### config.mk
export PLATFORM = sky130hd
export DESIGN_NAME = bpsm_div
export DESIGN_NICKNAME = d
export VERILOG_FILES = /design/src/design/bpsm_pkg.sv /design/src/design/bpsm_div.sv
export SDC_FILE = /design/constraint.sdc
export NUM_CORES = 1
export LEC_CHECK = 0
export BUFFER_PORTS_ARGS = -buffer_cell sky130_fd_sc_hd__buf_2
export CORE_ASPECT_RATIO = 0.75
export CORE_UTILIZATION = 58
export DETAILED_ROUTE_END_ITERATION = 12
export PLACE_DENSITY = 0.82
export SLEW_MARGIN = 20
export SYNTH_ARGS = -nofsm -noshare
export SYNTH_HDL_FRONTEND = slang
export SYNTH_SLANG_ARGS = --single-unit
### constraint.sdc
create_clock -name i_clk -period 3.2 [get_ports i_clk]
set_input_delay 0.8 -clock i_clk [delete_from_list [all_inputs] [get_ports i_clk]]
set_output_delay 0.8 -clock i_clk [all_outputs]
set_load 0.005 [all_outputs]
### src/design/bpsm_pkg.sv
// ----------------------------------------------------------------------------
// bpsm_pkg
// Shared types, constants and helpers of the stereo message update block.
// ----------------------------------------------------------------------------
package bpsm_pkg;

    localparam int MAX_PLANES = 64;
    localparam int AW         = $clog2(MAX_PLANES);
    localparam int CW         = AW + 1;
    localparam int SUM_W      = 16 + AW;
    localparam int DCNT_W     = $clog2(SUM_W + 1);

    localparam logic [15:0] MIN_START = 16'd30000;

    // four lanes: north, west, south, east
    typedef logic [3:0][15:0]      t_word;
    typedef logic [3:0][SUM_W-1:0] t_sums;

    typedef enum logic [1:0] {
        CFG_PLANES = 2'd0,
        CFG_JUMP   = 2'd1,
        CFG_TRUNC  = 2'd2
    } t_cfg_idx;

    typedef enum logic [2:0] {
        ST_LOAD,
        ST_FWD,
        ST_BWD,
        ST_DIV,
        ST_EMIT
    } t_state;

    typedef struct packed {
        logic          start;
        logic [CW-1:0] divisor;
        t_sums         dividend;
    } t_div_req;

    typedef struct packed {
        logic  done;
        t_word quot;
    } t_div_rsp;

    function automatic logic [15:0] min16(input logic [15:0] a, input logic [15:0] b);
        return ($signed(a) < $signed(b)) ? a : b;
    endfunction

endpackage

### src/design/bpsm_div.sv
// ----------------------------------------------------------------------------
// bpsm_div
// Four-lane restoring divider, one quotient bit per cycle, truncates to zero.
// ----------------------------------------------------------------------------
module bpsm_div
    import bpsm_pkg::*;
(
    input  logic     i_clk,
    input  logic     i_rst_n,
    input  t_div_req i_req,
    output t_div_rsp o_rsp
);

    logic              r_busy;
    logic              r_done;
    logic [DCNT_W-1:0] r_cnt;
    logic [CW-1:0]     r_div;
    logic [3:0]        r_neg;
    logic [3:0][CW:0]  r_rem;
    t_sums             r_q;

    logic [3:0][CW:0]  n_rem;
    t_sums             n_q;

    always_comb begin
        logic [CW:0] rsh;
        for (int k = 0; k < 4; k++) begin
            rsh = {r_rem[k][CW-1:0], r_q[k][SUM_W-1]};
            if (rsh >= {1'b0, r_div}) begin
                n_rem[k] = rsh - {1'b0, r_div};
                n_q[k]   = {r_q[k][SUM_W-2:0], 1'b1};
            end else begin
                n_rem[k] = rsh;
                n_q[k]   = {r_q[k][SUM_W-2:0], 1'b0};
            end
        end
    end

    always_ff @(posedge i_clk) begin
        if (!i_rst_n) begin
            r_busy <= 1'b0;
            r_done <= 1'b0;
            r_cnt  <= '0;
        end else begin
            r_done <= 1'b0;
            if (i_req.start) begin
                r_busy <= 1'b1;
                r_cnt  <= DCNT_W'(SUM_W);
            end else if (r_busy) begin
                r_cnt <= r_cnt - 1'b1;
                if (r_cnt == DCNT_W'(1)) begin
                    r_busy <= 1'b0;
                    r_done <= 1'b1;
                end
            end
        end
    end

    always_ff @(posedge i_clk) begin
        if (i_req.start) begin
            r_div <= i_req.divisor;
            for (int k = 0; k < 4; k++) begin
                r_neg[k] <= i_req.dividend[k][SUM_W-1];
                r_q[k]   <= i_req.dividend[k][SUM_W-1] ? -i_req.dividend[k]
                                                       : i_req.dividend[k];
                r_rem[k] <= '0;
            end
        end else if (r_busy) begin
            r_rem <= n_rem;
            r_q   <= n_q;
        end
    end

    always_comb begin
        o_rsp.done = r_done;
        for (int k = 0; k < 4; k++) begin
            o_rsp.quot[k] = r_neg[k] ? -r_q[k][15:0] : r_q[k][15:0];
        end
    end

endmodule

==> reports/metrics.csv, run 1 <==
metric,value,unit
reg2reg_from,r_div[0]$_DFFE_PP_,
layout_min_cycle_time,3200,ps
place_ws,133,ps
dr.first_iter.drc_count,739,
timing.rr.end,r_rem[21]$_SDFFE_PP0P_,
tightest_slew,665,ps
powerDensity,513,nW/µm²
synth.net_count,1240,
path_max_fanout,4,
diodes,0,
r2r_setup_slack,550,ps
grt_pass1_vias,7785,
root_buffer,clkbuf_16,
synthTopCellsByArea,"edfxtp_1 (30%), dfxtp_1 (7.2%), xor2_1 (7.0%)",
nets,1389,
grt_usage,27.8,%
ant_nets,0,
synth_top_area_cell,edfxtp_1,
drt-vias-per-instance,6.00,
die_h,114,µm
route.detailed.drc,0,
first_pass_iters,6,
syn_inst,1100,
antenna_found_initial,0,
gp_congestion,0.894,
status,"finished, violations left",
p_leak,4.51,nW
synth.distinct_cells,53,
startpoint_type,flop,
dp_hpwl,16.5,mm
area_growth,17.5,%
clk_pin_slew_worst_paths,60,ps
start_util,60.2,%
clock_sinks,134,
ys.warnings.count,0,
critPathRequiredTime,2400,ps
cts_max_level,4,
crit_type,reg2out,
cts_buffers,17,
grt_start_max_net_pins,89,
holdBufCountCts,0,
overflow,0,
async_flop_share,0,%
synth_edf_count,99,
hold_end,r_rem[22]$_SDFFE_PP0P_,
rsz0062_at_grt,true,
fin_crit_sh,100,%
synth_top_area_share,30.5,%
pin_count,163,
wl_per_cell,16.3,µm
fin_area,11500,µm²
core-area,16200,µm²
synth.most_common_cell,nor2_1,
grt_pass1_wl,37.9,mm
syn_area,9760,µm²
synth_flop_cell,edfxtp_1,
cp-end-kind,output port,
cap_violations,0,
drive_above_1_share,20.1,%
finalHoldViolations,0,
finalSetupViolations,1,
cp-startpoint,r_q[27]$_DFFE_PP_,
rows,40,
hp-start,r_rem[22]$_SDFFE_PP0P_,
fin_skew,7.87,ps
max-vdd-ir-drop,358,µV
fmax,312,MHz
synth_common_cells,"nor2_1 (148), a21oi_1 (100), edfxtp_1 (99)",
port_buffers,162,
tritoncts,done,
die_x,152,µm
synth.avg_cell_area,8.87,µm²
placed_cell_area,10700,µm²
via_count,8839,
drv_slew,0,
insertion_delay,420,ps
min_path_cells,2,
synth_seq_area_share,37.6,%
dieArea,17400,µm²
violations,setup timing,
hold_path.class,reg2reg,
fin_ws,-1.24,ps
slew_headroom,55.3,%
yosys_register_bits,134,
cts_buffer_depth,2,
reg2regPathDepth,8,
arrival,2400,ps
routed_wl,23.9,mm
[cell usage in the layout (no fill, tap or decap), types with 15 or more instances in the layout]
| master | Yosys | layout |
|---|---|---|
| a21oi_1 | 100 | 100 |
| inv_1 | 43 | 42 |
| o31ai_1 | 36 | 36 |
| xnor2_1 | 67 | 66 |
| buf_4 | 5 | 22 |
| nor2b_1 | 15 | 15 |
| o41ai_1 | 20 | 20 |
| dfxtp_1 | 35 | 34 |
| nor2_1 | 148 | 148 |
| clkbuf_16 | 0 | 17 |
| xor2_1 | 78 | 78 |
| ha_1 | 38 | 37 |
| edfxtp_1 | 99 | 99 |
| nand2_1 | 74 | 73 |
| buf_2 | 2 | 161 |
| nand3_1 | 18 | 18 |
| nor3_1 | 23 | 22 |
| a211oi_1 | 19 | 19 |
| nand2b_1 | 31 | 30 |
| mux2i_1 | 22 | 22 |
| or3_1 | 20 | 17 |
| o21ai_0 | 59 | 57 |
[per-stage QoR]
step	hold slack [ps]	cells	utilization (%)	total power [mW]	setup TNS, ps
2_1_floorplan	461	1100	-	3.28	0
3_3_place_gp	474	1431	66.0	3.74	0
3_5_place_dp	484	1431	66.0	3.78	0
4_1_cts	492	1469	70.4	5.86	-58.1
5_1_grt	512	1472	70.7	6.15	-221
6_report	487	1472	70.7	5.89	-1.24
[routing by layer]
metal	up-vias	global-route usage [%]	share of wire (%)
li1	4278	-	-
met4	0	7.59	1.7
met2	370	43.6	46
met5	-	0	0
met1	4154	39.4	44
met3	37	5.02	7.6
[worst max path at each step]
stage	to	slack, ps	depth (start not counted)
after floorplan	r_q[82]$_DFFE_PP_	430	7
after global routing	o_rsp[31]	-70	6
after CTS	o_rsp[31]	-60	6
after detailed placement	r_q[82]$_DFFE_PP_	130	8
after global placement	r_q[82]$_DFFE_PP_	250	8
final	o_rsp[31]	-1	6
[report_power, final]
group	leakage (nW)	switching, mW	total [mW]	internal [mW]
registers	1.26	0.188	2.29	2.10
logic	2.96	0.846	1.54	0.691
clock network	0.289	0.805	2.06	1.26
total	4.51	1.84	5.89	4.05
[registers in the layout (all words and copies together) (netlist names)]
signal	count
r_cnt	5
r_q	88
r_neg	4
r_rem	28
r_busy	1
r_div	7
r_done	1
[cell type report]
cell class | count | area, µm²
well taps | 210 | 263
flip-flops and latches | 134 | 3670
fillers | 1243 | 4750
clock inverters | 13 | 171
multi-input cells | 868 | 5750
repair buffers | 185 | 1000
inverters | 43 | 161
clock buffers | 19 | 443
[worst max-delay path: stages, from the launching register on]
cell      delay (ps)
edfxtp_1         400
or3_4            430
or3_4            390
or2_4            270
o41ai_4          220
xnor2_1          140
buf_2            120
[kinds of logic (layout without fill, tap and decap cells)]
logic type | after synthesis | in the layout | synth area share [%]
mux | 29 | 29 | 3.10
xor+xnor | 145 | 145 | 13.0
compound gates | 265 | 265 | 17.0
fa+ha+maj | 42 | 42 | 5.69
flops | 134 | 134 | 37.6
simple gates | 387 | 387 | 19.3
buf+inv | 98 | 260 | 4.27
[what timing repair did]
item | 4_1_cts | 5_1_grt
setup buffers | 6 | 3
pin swaps | 5 | 7
endpoints found under the setup margin | 4 | 6
resized for setup | 9 | 9
Power figures use the tool's default switching activity.
==> run 2, diff against run 1 <==
--- a/config.mk
+++ b/config.mk
@@ -7,9 +7,10 @@
 export LEC_CHECK = 0
 export BUFFER_PORTS_ARGS = -buffer_cell sky130_fd_sc_hd__buf_2
 export CORE_ASPECT_RATIO = 0.75
-export CORE_UTILIZATION = 58
+export CORE_UTILIZATION = 50
 export DETAILED_ROUTE_END_ITERATION = 12
-export PLACE_DENSITY = 0.82
+export PLACE_DENSITY = 0.72
+export RECOVER_POWER = 25
 export SLEW_MARGIN = 20
 export SYNTH_ARGS = -nofsm -noshare
 export SYNTH_HDL_FRONTEND = slang
==> constraint.sdc (replaced) <==
create_clock -name i_clk -period 3.45 [get_ports i_clk]
set_input_delay 0.8625 -clock i_clk [delete_from_list [all_inputs] [get_ports i_clk]]
set_output_delay 0.8625 -clock i_clk [all_outputs]
set_load 0.005 [all_outputs]
==> reports/metrics.csv, run 2 (same netlist as run 1, synthesis figures left out) <==
metric,value,unit
area_growth,16.9,%
grt_pass1_vias,7599,
max-vdd-ir-drop,243,µV
final_common_cell,buf_2,
path_max_fanout,4,
critPathRequiredTime,2590,ps
tritoncts,done,
crit_type,reg2out,
insertion_delay,420,ps
cp-end-kind,output port,
p_leak,4.45,nW
die_x,163,µm
violations,"capacitance limit, slew limit",
fin_area,11400,µm²
grt_pass1_wl,37.7,mm
cts_buffer_depth,2,
fin_skew,9.84,ps
ant_nets,0,
slew_headroom,-51.9,%
die_h,123,µm
clk_pin_slew_worst_paths,60,ps
met2_usage,34.7,%
placed_cells,1465,
cts_buffers,17,
rsz0062_at_grt,true,
overflow,0,
startpoint_type,flop,
drt-vias-per-instance,5.65,
routed_wl,23.2,mm
placed_cell_area,10700,µm²
start_util,52.0,%
pin_count,163,
diodes,0,
wl_per_cell,15.5,µm
tightest_slew,2280,ps
crit_path_max_incr_delay,440,ps
drive_above_1_share,17.8,%
layout_min_cycle_time,3360,ps
dieArea,20100,µm²
nets,1377,
fin_cells,1497,
finalSetupViolations,0,
grt_start_max_net_pins,125,
powerDensity,493,nW/µm²
crit_slowest_cell,edfxtp_1,
drv_slew,125,
crit_chain,or3_4 -> or3_1 -> or2_1 -> o41ai_2 -> xnor2_1 -> buf_2,
largest_reg_flops,88,
top_regs,"r_q x88, r_rem x28, r_div x7",
nFillCells,1665,
antenna_found_initial,0,
cp_top_family,simple AND/OR/NAND/NOR gates,
hold_path.class,reg2reg,
finalHoldViolations,0,
dr.first_iter.drc_count,733,
grt_usage,23.7,%
dp_hpwl,16.6,mm
regMostFlops,r_q,
arrival,2490,ps
grt_use_met3,4.06,%
clock_sinks,134,
fin_crit_sh,97.3,%
core-area,18800,µm²
path_buf_inv,1,
holdBufCountCts,0,
status,"finished, violations left",
via_count,8454,
cts_setup_buffers,0,
first_pass_iters,5,
gr-usage-met1,35.5,%
layout_common_cells,"buf_2 (157), nor2_1 (148), a21oi_1 (100)",
place_ws,352,ps
route.detailed.drc,0,
fmax,298,MHz
gp_congestion,0.854,
cts_max_level,4,
rows,43,
top_usage_layer,met1,
port_buffers,162,
cap_violations,1,
root_buffer,clkbuf_16,
fin_ws,93.8,ps
-- run 2: final timing paths --
check / from / cells past startpoint / endpoint / slack (ps)
max: r_q[26]$_DFFE_PP_ / 6 / o_rsp[31] / 90
min: r_rem[25]$_SDFFE_PP0P_ / 2 / r_rem[25]$_SDFFE_PP0P_ / 490
max reg2reg: r_busy$_SDFF_PN0_ / 3 / r_q[84]$_DFFE_PP_ / 390
min reg2reg: r_rem[25]$_SDFFE_PP0P_ / 2 / r_rem[25]$_SDFFE_PP0P_ / 490
-- run 2: power by group --
group          leakage, nW  switching, mW  internal, mW
clock network        0.335          0.710          1.42
logic                 2.85          0.763         0.618
registers             1.26          0.167          1.95
total                 4.45           1.64          3.99
-- run 2: repair_timing --
item                                    CTS  global route
gates resized for setup                   1             2
endpoints found under the setup margin    1             2
hold endpoints to repair                  0             0
gates cloned                              0             0
-- run 2: layout make-up --
| class | count | area, µm² | area share, % |
|---|---|---|---|
| inverters | 43 | 161 | 1.41 |
| clock buffers | 22 | 474 | 4.16 |
| clock inverters | 10 | 215 | 1.89 |
| multi-input cells | 868 | 5690 | 49.9 |
| repair buffers | 173 | 885 | 7.75 |
| well taps | 247 | 309 | 2.71 |
| flip-flops and latches | 134 | 3670 | 32.2 |
-- run 2: metrics by stage --
stage               utilization, %  total power, mW  hold WS [ps]  TNS, ps
floorplan                        -             3.04           461        0
global placement              57.2             3.48           473        0
detailed placement            57.2             3.51           480        0
CTS                           60.9             5.66           492        0
global route                  60.8             5.91           514    -5.84
finish                        60.8             5.63           495        0
-- run 2: worst reg2reg max path, delay by kind of cell, from the launching register on --
family        cells  cell delay [ps]
buf+inv           2             1570
flops             1              330
simple gates      1              760
-- run 2: per-layer routing --
layer  wire length (µm)  vias up
met5                  0        -
met4                319        0
met3               1300       28
met2              10300      239
met1              11400     3925
li1                   -     4262
==> run 3, diff against run 2 <==
--- a/config.mk
+++ b/config.mk
@@ -6,11 +6,14 @@
 export NUM_CORES = 1
 export LEC_CHECK = 0
 export BUFFER_PORTS_ARGS = -buffer_cell sky130_fd_sc_hd__buf_2
+export CELL_PAD_IN_SITES_DETAIL_PLACEMENT = 0
+export CELL_PAD_IN_SITES_GLOBAL_PLACEMENT = 1
 export CORE_ASPECT_RATIO = 0.75
-export CORE_UTILIZATION = 50
+export CORE_UTILIZATION = 44
 export DETAILED_ROUTE_END_ITERATION = 12
-export PLACE_DENSITY = 0.72
+export PLACE_DENSITY_LB_ADDON = 0.1
 export RECOVER_POWER = 25
+export SETUP_SLACK_MARGIN = 0.1
 export SLEW_MARGIN = 20
 export SYNTH_ARGS = -nofsm -noshare
 export SYNTH_HDL_FRONTEND = slang
==> reports/metrics.csv, run 3 (same netlist as run 1, synthesis figures left out) <==
metric,value,unit
status,"finished, violations left",
violations,"capacitance limit, slew limit",
tns,0,ps
via_count,8284,
p_seq_share,40.3,%
hold_end,r_rem[22]$_SDFFE_PP0P_,
rsz0062_at_grt,true,
drt-vias-per-instance,5.34,
switchingPower,1.65,mW
tightest_slew,1850,ps
port_buffers,162,
grt_pass1_wl,37.8,mm
dp_hpwl,17.2,mm
grt_start_max_net_pins,124,
hold_path.class,reg2reg,
area_growth,17.3,%
route.detailed.drc,0,
hp-start,r_rem[22]$_SDFFE_PP0P_,
p_int,3.59,mW
nets,1389,
antenna_found_initial,0,
cap_violations,2,
holdBufCountCts,0,
pwr-share-clk,33.2,%
p_comb_share,26.5,%
drv_slew,85,
startpoint_type,flop,
path_max_fanout,4,
fin_crit_sh,95.3,%
die_x,174,µm
layout_min_cycle_time,3290,ps
powerDensity,458,nW/µm²
min_path_cells,2,
drive_above_1_share,19.0,%
gp_congestion,0.834,
regMostFlops,r_q,
core-area,21500,µm²
reg2regPathDepth,8,
critPathRequiredTime,2590,ps
place_ws,366,ps
cts_max_level,4,
routed_wl,23.9,mm
crit_type,reg2out,
max-vdd-ir-drop,328,µV
r2r_setup_slack,690,ps
rows,46,
cts_buffers,17,
finalSetupViolations,0,
fmax,304,MHz
overflow,0,
timing.rr.end,r_rem[18]$_SDFFE_PP0P_,
first_pass_iters,5,
cts_buffer_depth,2,
die_h,131,µm
clk_pin_slew_worst_paths,60,ps
largest_reg_flops,88,
reg2reg_from,r_div[0]$_DFFE_PP_,
p_leak,4.46,nW
grt_pass1_vias,7202,
slew_headroom,-23.1,%
insertion_delay,420,ps
grt_usage,20.8,%
dr.first_iter.drc_count,513,
dieArea,22800,µm²
p_sw_share,31.5,%
clock_sinks,134,
pin_count,163,
ant_nets,0,
cp-end-kind,output port,
tritoncts,done,
arrival,2420,ps
root_buffer,clkbuf_16,
wl_per_cell,15.4,µm
final_common_cell,buf_2,
finalHoldViolations,0,
top_regs,"r_q x88, r_rem x28, r_div x7",
start_util,45.5,%
layout_common_cells,"buf_2 (156), nor2_1 (148), a21oi_1 (100)",
fin_ws,163,ps
fin_skew,10.1,ps
## run 3: power groups by stage
| stage | sequential (mW) | clock (mW) | combinational, mW |
|---|---|---|---|
| floorplan | 2.09 | 0 | 0.954 |
| global placement | 2.15 | 0 | 1.36 |
| detailed placement | 2.15 | 0 | 1.37 |
| CTS | 2.11 | 1.77 | 1.39 |
| global route | 2.14 | 1.83 | 1.57 |
| finish | 2.11 | 1.74 | 1.39 |
## run 3: what timing repair did
action                                  in CTS  in global routing
endpoints found under the setup margin       1                  4
setup buffers                                4                  4
gates resized for setup                      5                  3
endpoints found under the hold margin        0                  0
pin swaps                                    2                  3
## run 3: metrics by stage
step / instances / cell area, µm² / hold slack [ps] / total power [mW] / util [%]
after global placement: 1510 / 10800 / 475 / 3.51 / 50.4
after floorplan: 1100 / 9760 / 461 / 3.04 / -
after global routing: 1550 / 11400 / 519 / 5.54 / 53.3
final: 1551 / 11400 / 483 / 5.25 / 53.3
after CTS: 1546 / 11400 / 487 / 5.28 / 53.2
after detailed placement: 1510 / 10800 / 481 / 3.52 / 50.4
## run 3: cell type report
class                   count  area, µm²
diodes                      1       2.50
clock inverters            10       67.6
fillers                  2073      10000
well taps                 288        360
flip-flops and latches    134       3670
clock buffers              22        487
repair buffers            185        980
inverters                  43        161
multi-input cells         868       5720
## run 3: worst max path at each step
stage | from | end | cells past startpoint
after floorplan | i_req[66] | r_q[82]$_DFFE_PP_ | 7
after global placement | i_req[66] | r_q[82]$_DFFE_PP_ | 8
after detailed placement | i_req[66] | r_q[82]$_DFFE_PP_ | 8
after CTS | r_q[27]$_DFFE_PP_ | o_rsp[31] | 6
after global routing | r_q[26]$_DFFE_PP_ | o_rsp[30] | 7
final | r_q[26]$_DFFE_PP_ | o_rsp[30] | 7
## run 3: critical path, stage by stage, from the launching register on
cell and delay, ps:
edfxtp_1 390, or3_4 430, nor4_2 250, buf_4 170
or3b_2 430, nand2_1 90, xnor2_1 120, buf_2 130
## run 3: layer usage
layer	up-vias	global-route usage [%]	part of all wire, %
li1	4281	-	-
met1	3803	31.2	52
met2	185	30.4	42
met3	15	4.31	5.4
met4	0	4.80	0.78
met5	-	0	0
